<file path="config.mk">
export PLATFORM = sky130hd
export DESIGN_NAME = unique_key_deque
export DESIGN_NICKNAME = d
export VERILOG_FILES = /design/src/hdl/udq_pkg.sv /design/src/hdl/udq_ctrl.sv /design/src/hdl/udq_dp.sv /design/src/hdl/unique_key_deque.sv
export SDC_FILE = /design/constraint.sdc
export NUM_CORES = 1
export LEC_CHECK = 0
export BUFFER_PORTS_ARGS = -buffer_cell sky130_fd_sc_hd__clkbuf_2
export CORE_UTILIZATION = 45
export DETAILED_ROUTE_END_ITERATION = 7
export HOLD_SLACK_MARGIN = 0.1
export PLACE_DENSITY = 0.6
export SYNTH_ARGS = -nofsm -noshare
export SYNTH_HDL_FRONTEND = slang
export SYNTH_SLANG_ARGS = --single-unit
</file>
<file path="constraint.sdc">
create_clock -name clk_i -period 11 [get_ports clk_i]
set_clock_uncertainty 0.15 [all_clocks]
set_input_delay 0.55 -clock clk_i [delete_from_list [all_inputs] [get_ports clk_i]]
set_output_delay 0.55 -clock clk_i [all_outputs]
set_load 0.02 [all_outputs]
</file>
<file path="src/hdl/udq_pkg.sv">
// Shared constants, codes and controller/datapath handshake types for the unique key deque.
package udq_pkg;

  localparam int DEPTH     = 16;
  localparam int ADDR_W    = $clog2(DEPTH);
  localparam int CNT_W     = $clog2(DEPTH + 1);
  localparam int KEY_W     = 32;
  localparam int ACT_W     = 2;
  localparam int STAT_W    = 2;
  localparam int ENTRY_W   = 5;
  localparam int S_TDATA_W = 32;
  localparam int M_TDATA_W = 40;

  typedef enum logic [ACT_W-1:0] {
    ACT_PUSH      = 2'd0,
    ACT_POP_FRONT = 2'd1,
    ACT_POP_BACK  = 2'd2
  } udq_action_e;

  typedef enum logic [STAT_W-1:0] {
    ST_OK    = 2'd0,
    ST_DUP   = 2'd1,
    ST_EMPTY = 2'd2,
    ST_FULL  = 2'd3
  } udq_status_e;

  // controller -> datapath
  typedef struct packed {
    logic load;    // capture the input word
    logic scan;    // walk the store for a duplicate
    logic pop_rd;  // read the entry a pop removes
    logic finish;  // commit and load the output register
  } udq_cmd_t;

  // datapath -> controller
  typedef struct packed {
    logic empty;
    logic scan_done;
    logic out_free;
  } udq_stat_t;

endpackage

</file>
<file path="src/hdl/udq_ctrl.sv">
// Controller state machine sequencing accept, duplicate scan, pop read and commit.
module udq_ctrl (
  input  logic               clk_i,
  input  logic               rst_ni,
  input  logic               in_valid_i,
  input  logic [1:0]         in_action_i,
  output logic               in_ready_o,
  input  udq_pkg::udq_stat_t stat_i,
  output udq_pkg::udq_cmd_t  cmd_o
);
  import udq_pkg::*;

  typedef enum logic [3:0] {
    S_IDLE = 4'b0001,
    S_SCAN = 4'b0010,
    S_READ = 4'b0100,
    S_DONE = 4'b1000
  } udq_state_e;

  udq_state_e state_q, state_d;

  always_comb begin
    state_d    = state_q;
    cmd_o      = '0;
    in_ready_o = 1'b0;
    case (state_q)
      S_IDLE: begin
        in_ready_o = 1'b1;
        if (in_valid_i) begin
          cmd_o.load = 1'b1;
          case (in_action_i)
            ACT_PUSH:      state_d = S_SCAN;
            ACT_POP_FRONT,
            ACT_POP_BACK:  state_d = stat_i.empty ? S_DONE : S_READ;
            default:       state_d = S_DONE;
          endcase
        end
      end
      S_SCAN: begin
        cmd_o.scan = 1'b1;
        if (stat_i.scan_done) state_d = S_DONE;
      end
      S_READ: begin
        cmd_o.pop_rd = 1'b1;
        state_d      = S_DONE;
      end
      S_DONE: begin
        // hold until the output register can take the result
        if (stat_i.out_free) begin
          cmd_o.finish = 1'b1;
          state_d      = S_IDLE;
        end
      end
      default: state_d = S_IDLE;
    endcase
  end

  always_ff @(posedge clk_i or negedge rst_ni) begin
    if (!rst_ni) begin
      state_q <= S_IDLE;
    end else begin
      state_q <= state_d;
    end
  end

endmodule

</file>
<file path="src/hdl/udq_dp.sv">
// Datapath: key store memory, ring pointers, duplicate compare and output register.
module udq_dp (
  input  logic                        clk_i,
  input  logic                        rst_ni,
  input  logic [udq_pkg::ACT_W-1:0]   in_action_i,
  input  logic [udq_pkg::KEY_W-1:0]   in_key_i,
  input  udq_pkg::udq_cmd_t           cmd_i,
  output udq_pkg::udq_stat_t          stat_o,
  output logic                        out_valid_o,
  input  logic                        out_ready_i,
  output logic [udq_pkg::STAT_W-1:0]  out_status_o,
  output logic [udq_pkg::KEY_W-1:0]   out_removed_o,
  output logic [udq_pkg::ENTRY_W-1:0] out_count_o
);
  import udq_pkg::*;

  function automatic logic [ADDR_W-1:0] ring_add(input logic [ADDR_W-1:0] base,
                                                 input logic [CNT_W-1:0]  off);
    logic [ADDR_W:0] sum;
    sum = (ADDR_W+1)'(base) + (ADDR_W+1)'(off);
    if (sum >= (ADDR_W+1)'(DEPTH)) sum = sum - (ADDR_W+1)'(DEPTH);
    return sum[ADDR_W-1:0];
  endfunction

  logic [KEY_W-1:0]  mem [DEPTH];

  logic [ADDR_W-1:0] front_q, front_d;
  logic [CNT_W-1:0]  cnt_q, cnt_d;
  logic [ACT_W-1:0]  act_q;
  logic [KEY_W-1:0]  key_q;
  logic [CNT_W-1:0]  scan_idx_q;
  logic              rd_vld_q;
  logic              dup_q;
  logic [KEY_W-1:0]  rdata_q;

  logic              scan_issue;
  logic              rd_en;
  logic [ADDR_W-1:0] rd_addr;
  logic              wr_en;
  logic [ADDR_W-1:0] wr_addr;
  logic              full;
  logic [STAT_W-1:0] status_d;
  logic [KEY_W-1:0]  removed_d;

  logic              out_valid_q;
  logic [STAT_W-1:0] out_status_q;
  logic [KEY_W-1:0]  out_removed_q;
  logic [ENTRY_W-1:0] out_count_q;

  assign full       = (cnt_q == CNT_W'(DEPTH));
  assign scan_issue = cmd_i.scan && (scan_idx_q < cnt_q);
  assign rd_en      = scan_issue || cmd_i.pop_rd;

  always_comb begin
    if (scan_issue) begin
      rd_addr = ring_add(front_q, scan_idx_q);
    end else if (act_q == ACT_POP_BACK) begin
      rd_addr = ring_add(front_q, cnt_q - CNT_W'(1));
    end else begin
      rd_addr = front_q;
    end
  end

  // commit of the captured word
  always_comb begin
    status_d  = ST_OK;
    removed_d = '0;
    cnt_d     = cnt_q;
    front_d   = front_q;
    wr_en     = 1'b0;
    wr_addr   = ring_add(front_q, cnt_q);
    case (act_q)
      ACT_PUSH: begin
        if (dup_q) begin
          status_d = ST_DUP;
        end else if (full) begin
          status_d = ST_FULL;
        end else begin
          wr_en = cmd_i.finish;
          cnt_d = cnt_q + CNT_W'(1);
        end
      end
      ACT_POP_FRONT: begin
        if (cnt_q == '0) begin
          status_d = ST_EMPTY;
        end else begin
          removed_d = rdata_q;
          front_d   = ring_add(front_q, CNT_W'(1));
          cnt_d     = cnt_q - CNT_W'(1);
        end
      end
      ACT_POP_BACK: begin
        if (cnt_q == '0) begin
          status_d = ST_EMPTY;
        end else begin
          removed_d = rdata_q;
          cnt_d     = cnt_q - CNT_W'(1);
        end
      end
      default: status_d = ST_OK;
    endcase
  end

  always_ff @(posedge clk_i) begin
    if (wr_en) mem[wr_addr] <= key_q;
    if (rd_en) rdata_q <= mem[rd_addr];
  end

  always_ff @(posedge clk_i) begin
    if (cmd_i.load) begin
      act_q <= in_action_i;
      key_q <= in_key_i;
    end
    if (cmd_i.finish) begin
      out_status_q  <= status_d;
      out_removed_q <= removed_d;
      out_count_q   <= ENTRY_W'(cnt_d);
    end
  end

  always_ff @(posedge clk_i or negedge rst_ni) begin
    if (!rst_ni) begin
      front_q     <= '0;
      cnt_q       <= '0;
      scan_idx_q  <= '0;
      rd_vld_q    <= 1'b0;
      dup_q       <= 1'b0;
      out_valid_q <= 1'b0;
    end else begin
      if (cmd_i.load) begin
        scan_idx_q <= '0;
        rd_vld_q   <= 1'b0;
        dup_q      <= 1'b0;
      end else begin
        if (scan_issue) scan_idx_q <= scan_idx_q + CNT_W'(1);
        rd_vld_q <= scan_issue;
        // compare the entry read in the previous cycle
        if (rd_vld_q && (rdata_q == key_q)) dup_q <= 1'b1;
      end
      if (cmd_i.finish) begin
        front_q <= front_d;
        cnt_q   <= cnt_d;
      end
      if (cmd_i.finish) begin
        out_valid_q <= 1'b1;
      end else if (out_ready_i) begin
        out_valid_q <= 1'b0;
      end
    end
  end

  assign stat_o.empty     = (cnt_q == '0);
  assign stat_o.scan_done = (scan_idx_q == cnt_q) && !rd_vld_q;
  assign stat_o.out_free  = !out_valid_q || out_ready_i;

  assign out_valid_o   = out_valid_q;
  assign out_status_o  = out_status_q;
  assign out_removed_o = out_removed_q;
  assign out_count_o   = out_count_q;

endmodule

</file>
<file path="src/hdl/unique_key_deque.sv">
// Top level of the unique key deque: stream ports, controller and datapath.
// Push: the key store is walked one entry per cycle through its registered read port, looking for
//   a duplicate before the commit; every stored entry is read, also when the store is full.
// Pop: accept, memory read, commit; a pop on an empty store and an unused action skip the memory read.
// One word in flight; the next word is accepted while a result waits in the output register.
// Reset empties the deque (front and count cleared); store contents stay undefined.
module unique_key_deque (
  input  logic                           clk_i,
  input  logic                           rst_ni,
  input  logic                           s_axis_tvalid_i,
  output logic                           s_axis_tready_o,
  input  logic [udq_pkg::S_TDATA_W-1:0]  s_axis_tdata_i,  // [31:0] key
  input  logic [udq_pkg::ACT_W-1:0]      s_axis_tuser_i,  // [1:0] action
  output logic                           m_axis_tvalid_o,
  input  logic                           m_axis_tready_i,
  output logic [udq_pkg::M_TDATA_W-1:0]  m_axis_tdata_o,  // [31:0] removed_key, [36:32] entry_count
  output logic [udq_pkg::STAT_W-1:0]     m_axis_tuser_o   // [1:0] status
);
  import udq_pkg::*;

  udq_cmd_t          cmd;
  udq_stat_t         stat;
  logic [KEY_W-1:0]  removed_key;
  logic [ENTRY_W-1:0] entry_count;

  udq_ctrl u_ctrl (
    .clk_i       (clk_i),
    .rst_ni      (rst_ni),
    .in_valid_i  (s_axis_tvalid_i),
    .in_action_i (s_axis_tuser_i),
    .in_ready_o  (s_axis_tready_o),
    .stat_i      (stat),
    .cmd_o       (cmd)
  );

  udq_dp u_dp (
    .clk_i         (clk_i),
    .rst_ni        (rst_ni),
    .in_action_i   (s_axis_tuser_i),
    .in_key_i      (s_axis_tdata_i[KEY_W-1:0]),
    .cmd_i         (cmd),
    .stat_o        (stat),
    .out_valid_o   (m_axis_tvalid_o),
    .out_ready_i   (m_axis_tready_i),
    .out_status_o  (m_axis_tuser_o),
    .out_removed_o (removed_key),
    .out_count_o   (entry_count)
  );

  assign m_axis_tdata_o = {(M_TDATA_W - KEY_W - ENTRY_W)'(0), entry_count, removed_key};

  // one word at a time: after an accept the input side is closed
  a_one_in_flight: assert property (@(posedge clk_i) disable iff (!rst_ni)
    (s_axis_tvalid_i && s_axis_tready_o) |=> !s_axis_tready_o)
    else $error("input accepted while a word is in flight");

  // a commit always presents a result on the next cycle
  a_finish_shows: assert property (@(posedge clk_i) disable iff (!rst_ni)
    cmd.finish |=> m_axis_tvalid_o)
    else $error("committed result not presented");

  // only a successful removal carries a key out
  a_removed_zero: assert property (@(posedge clk_i) disable iff (!rst_ni)
    (m_axis_tvalid_o && (m_axis_tuser_o != ST_OK)) |-> (removed_key == '0))
    else $error("removed key nonzero on a failed request");

endmodule

</file>
# Word level (Yosys, flattened, before mapping)
# Memory sizes are Yosys's and may differ from the RTL's. A register that Yosys moved wholly into a read port is not among the register bits.
# Index checks and enable logic that the tools add are counted.
# word_totals
register_bits	94
ramBits	512
in_bits	38
out_inout_bits	44
wordCells	102
n_memories	1
# classes
addsub	11
magnitude_cmp	5
n_eq_ne	14
n_mux	39
n_bitwise	2
n_reduce_logical	18
# mem_list
name	words	width	rd	rd_ports_with_merged_regs	write_ports	line_no	rtl
u_dp.mem	16	32	1	1	1	udq_dp.sv:25	logic [KEY_W-1:0] mem [DEPTH];
# ops
op	n
$mux W4	10
$eq A32 B32 Y1	1
$mux W5	5
$ge A5 B5 Y1 const B	4
$mux W1	17
$pmux W4 S4	1
$sub A4 B1 Y4 const B	4
$add A4 B5 Y5	3
$add A5 B1 Y5 const B	2
$pmux W5 S2	1
$pmux W4 S2	1
$mux W2	3
$ne A2 B2 Y1 const B	3
$reduce_and A3 Y1	2
$reduce_bool A2 Y1	3
$reduce_or A2 Y1	3
$add A4 B1 Y5 const B	1
$eq A5 B5 Y1	1
$eq A5 B5 Y1 const B	1
$logic_not A5 Y1	1
$lt A5 B5 Y1	1
$sub A5 B1 Y5 const B	1
$eq A2 B1 Y1 const B	2
$eq A2 B2 Y1 const B	2
other kinds (10)	16

# Depth between registers and ports, before layout
# logic_depth
word_depth	9
mapped_depth	13
depth_no_buf	11

# By module
# A second synthesis with hierarchy kept.
# hier_totals
cells_unflattened	1916
area_unflattened_um2	29560.9
# by_module_without_submodules
module	instances	cells_per_inst	area_per_inst_um2	seq_area_each_um2
udq_dp	1	1883	29241.8	18953.2
udq_ctrl	1	29	292.8	101.3
unique_key_deque	1	4	26.3	0.0

# Worst setup path after synthesis
# Ideal clock, no wire load.
# synth_path
path_kind	register to register
from	reg u_ctrl.state_q[3]
to	reg u_dp.rdata_q[0] (read register of u_dp.mem) (enable)
setup_ns	0.470
t_arrival_ns	2.977
t_required_ns	10.380
path_slack_ns	7.403
path_stages_with_launch	4
path_buffers	0
period_less_slack_ns	3.597
path_cell_list	dfrtp_1 inv_1 nand2_1 o31ai_1
# synth_between
elab_chain_cells	4
# synth_lines
item	line_no	rtl
start, declared	udq_ctrl.sv:20	udq_state_e state_q, state_d;
start signal, assigned	udq_ctrl.sv:62	state_q <= state_d;
$eq A4 B2 Y1	udq_ctrl.sv:26	case (state_q)
$mux W1	udq_ctrl.sv:26	
$logic_and A1 B1 Y1	udq_dp.sv:51	assign scan_issue = cmd_i.scan && (scan_idx_q < cnt_q);
$logic_or A1 B1 Y1 *	udq_dp.sv:52	assign rd_en = scan_issue || cmd_i.pop_rd;
net u_dp.rd_en	udq_dp.sv:37	logic rd_en;
end, declared	udq_dp.sv:34	logic [KEY_W-1:0] rdata_q;
# Mark *: on every way through the listed nets, which the timed path passes. The rest lies on a longest branch.
# A chain may end at the register's enable or synchronous reset.

# Final worst setup path
# layout_path
from	reg u_dp.cnt_q[0]
to	reg u_dp.rdata_q[31] (read register of u_dp.mem) (data pin)
# layout_between
elab_chain_cells	6
# layout_lines
item	line_no	rtl
start, declared	udq_dp.sv:28	logic [CNT_W-1:0] cnt_q, cnt_d;
start signal, assigned	udq_dp.sv:142	cnt_q <= cnt_d;
$sub A5 B1 Y5	udq_dp.sv:58	rd_addr = ring_add(front_q, cnt_q - CNT_W'(1));
$add A4 B5 Y5	udq_dp.sv:20	sum = (ADDR_W+1)'(base) + (ADDR_W+1)'(off);
$sub A4 B1 Y4 / $ge A5 B5 Y1 (equally long branches)	udq_dp.sv:21	if (sum >= (ADDR_W+1)'(DEPTH)) sum = sum - (ADDR_W+1)'(DEPTH);
$mux W4	udq_dp.sv:21	
$mux W4	udq_dp.sv:57	end else if (act_q == ACT_POP_BACK) begin
$mux W4	udq_dp.sv:55	if (scan_issue) begin
# Parallel ways exist; a longest one is shown, timed or not.

==> impl_metrics.py <==
metrics = {
    "cts": {
        "root_buffer": "clkbuf_16",
        "cts_tree": "built",
        "cts_hold_buf": 35,
        "cts.sinks": 638,
        "postCtsSetupBuffers": 0,
        "numCtsBuffers": 67,
        "clockBufferDepth": 3,
        "insertion_delay_ns": 0.60,
        "ctsResizeCount": 0,
        "htreeDepth": 3,
        "path_clk_slew_ns": 0.06,
    },
    "synthesis": {
        "synth_seq_area_share_pct": 71.2,
        "synth_edf_count": 617,
        "post-synth-top-count-cell": "edfxtp_1",
        "yosysUniqueCellTypes": 74,
        "syn_inst": 1879,
        "async_flop_share_pct": 3.29,
        "synth_area_leaders": "edfxtp_1, nand2_1, nand3_1, dfrtp_1, a2111oi_2",
        "synth.avg_cell_area_um2": 14.2,
        "ys_top_cells_by_count": "edfxtp_1, nand2_1, nand3_1, and3_1, clkbuf_1",
        "synth_top_area_share_pct": 69.2,
        "syn_area_mm2": 0.0268,
        "ys_warn_count": 0,
        "yosysTopAreaCell": "edfxtp_1",
        "synth-seq-cells": 638,
        "synth-main-ff-cell": "edfxtp_1",
    },
    "flow_run": {
        "cap_violations": 0,
    },
    "pwr": {
        "pwr-share-clk_pct": 24.3,
        "total_power_mw": 8.67,
        "power_frac_seq_pct": 36.3,
        "intPower_mw": 5.35,
        "switching_power_mw": 3.32,
        "p_leak_nw": 10.3,
        "combPwrFrac_pct": 39.4,
        "swShare_pct": 38.3,
        "ir_drop_v": 0.000211,
        "p_per_area_mw_per_mm2": 285,
    },
    "timing": {
        "period_needed_ns": 4.61,
        "tns_ns": 0,
        "max_freq_mhz": 217,
        "hold_violations": 0,
        "slew_viol_final": 0,
        "min_period_over_period_pct": 41.9,
        "rsz0062_at_grt": "false",
        "relSlewSlack_pct": 10.5,
        "finalSetupViolCount": 0,
        "worst_slew_pin_slew_ns": 1.34,
    },
    "floorplanning": {
        "start_util_pct": 45.4,
        "core_mm2": 0.0589,
        "die-area_mm2": 0.0604,
        "rows": 89,
        "chipHeight_um": 246,
        "io_pins": 82,
        "die_x_um": 246,
    },
    "route": {
        "first_pass_iters": 6,
        "via_per_inst": 5.97,
        "routed-via-count": 16700,
        "wl_per_cell_um": 25.1,
        "wirelength_um": 70000,
        "ant_nets": 0,
        "drc": 0,
        "first_iter_violations": 1477,
    },
    "worst_setup_path": {
        "regToRegEndpoint": "u_dp.rdata_q[31]",
        "endpoint_kind": "register",
        "worstSetupPathType": "reg -> reg",
        "cp-startpoint": "u_dp.cnt_q[0]",
        "critPathRequiredTime_ns": 11.20,
        "cp_max_fo": 66,
        "ff2ff_setup_slack_ns": 6.39,
        "cp_data_arrival_time_ns": 4.81,
        "cp-start-kind": "register",
        "reg2reg_depth": 11,
        "timing.rr.start": "u_dp.cnt_q[0]",
    },
    "grt": {
        "grt-ovfl-total": 0,
        "grt_pass1_vias": 16500,
        "met3_usage_pct": 3.33,
        "antenna_found_initial": 0,
        "grt_max_degree": 67,
        "met2_usage_pct": 37.4,
        "busiest_layer": "met2",
        "met1_usage_pct": 33.2,
        "track_usage_pct": 23.5,
        "grt_pass1_wl_um": 105000,
    },
    "final_layout": {
        "nets": 2042,
        "area_delta_synth_final_pct": 13.5,
        "layout-drive-gt1-share_pct": 14.5,
        "diodes": 0,
    },
    "placed_design": {
        "place.gp.congestion": 0.875,
        "dp_hpwl_um": 41100,
        "port_buffers": 78,
    },
    "run_status": {
        "status": "completed",
    },
    "min_path": {
        "hold_class": "in -> reg",
        "whs_path_depth": 3,
        "holdPathEnd": "u_dp.out_valid_o",
        "min_from": "m_axis_tready_i",
    },
}
-- layout by cell type, fill, tap and decap left out, types with 16 or more instances in the layout --
| master | count |
|---|---|
| edfxtp_1 | 617 |
| nand2_1 | 343 |
| nand3_1 | 103 |
| clkbuf_2 | 78 |
| clkbuf_16 | 67 |
| and3_1 | 65 |
| buf_4 | 47 |
| a21oi_1 | 46 |
| o21ai_0 | 41 |
| nor3_1 | 37 |
| mux2i_1 | 35 |
| xnor2_1 | 35 |
| dlygate4sd3_1 | 35 |
| a211oi_1 | 33 |
| a41o_1 | 32 |
| a32oi_1 | 32 |
| a22oi_1 | 32 |
| a311oi_1 | 32 |
| a32o_1 | 32 |
| a2111oi_2 | 29 |
| ha_1 | 24 |
| inv_1 | 20 |
| dfrtp_1 | 20 |
| nor2_4 | 16 |
| clkinv_1 | 16 |
-- worst max-delay path, cell delays in order (launching register included) --
cell	delay (ns)
dfrtp_1	0.57
inv_1	0.13
ha_1	0.39
fa_1	0.40
xnor2_1	0.17
mux2i_1	0.13
o21ai_4	0.15
nand2_4	0.46
a21oi_4	0.92
buf_4	0.48
a2111oi_0	0.17
a41o_1	0.24
-- power groups by stage --
stage	logic [mW]	clock network, mW	registers [mW]
floorplan	2.38	0	3.17
global placement	3.36	0	3.19
detailed placement	3.42	0	3.20
CTS	3.45	2.14	3.15
global route	3.70	2.22	3.16
finish	3.42	2.11	3.15
-- metrics by stage --
stage	utilization [%]	std cells	setup WS [ns]	area (µm²)	hold slack, ns
2_1_floorplan	-	1881	7.40	26800	0.104
4_1_cts	51.6	2796	6.36	30400	0.154
5_1_grt	51.6	2796	6.12	30400	0.187
3_5_place_dp	47.6	2646	6.36	28100	0.402
3_3_place_gp	47.6	2646	6.48	28100	0.394
6_report	51.6	2796	6.39	30400	0.182
-- cells by family (layout without fill, tap and decap cells) --
family          after synthesis  count (layout)  share of synthesized area [%]
compound gates              346             346                           10.7
xor+xnor                     48              48                           1.64
fa+ha+maj                    27              27                           1.35
buf+inv                     156             298                           2.81
flops                       638             638                           71.2
mux                          41              41                           1.57
other cells                   1               3                         0.0140
simple gates                622             622                           10.7
-- area by class of cell --
cell class                 count  area [µm²]
clock buffer                  83        1750
clock inverter                32         238
fill                        4834       28500
inverter                      23        86.3
multi-input combinational   1087        7200
sequential                   638       19100
tap                          773         967
timing repair buffer         160        1090
-- registers in the layout (all words and copies together), names as in the netlist --
name and count:
u_dp.out_valid_o 1, u_ctrl.state_q 4, u_dp.rd_vld_q 1, u_dp.scan_idx_q 5
u_dp.key_q 32, u_dp.out_count_o 5, u_dp.act_q 2, u_dp.mem 512
u_dp.front_q 4, u_dp.out_status_o 2, u_dp.out_removed_o 32, u_dp.rdata_q 32
u_dp.cnt_q 5, u_dp.dup_q 1
-- worst max-delay path by stage --
stage	endpoint	slack, ns	depth (start not counted)
floorplan	u_dp.rdata_q[0]	7.40	3
global placement	u_dp.rdata_q[31]	6.48	11
detailed placement	u_dp.rdata_q[31]	6.36	11
CTS	u_dp.rdata_q[31]	6.36	11
global route	u_dp.rdata_q[18]	6.12	12
finish	u_dp.rdata_q[31]	6.39	11
-- layer usage --
metal	part of all wire (%)	wire, µm	vias up
met2	47	33000	702
met5	0	0	-
li1	-	-	7477
met4	2.4	1690	0
met1	43	30400	8409
met3	7.0	4940	104
No activity file was read; power rests on OpenSTA's default activity.
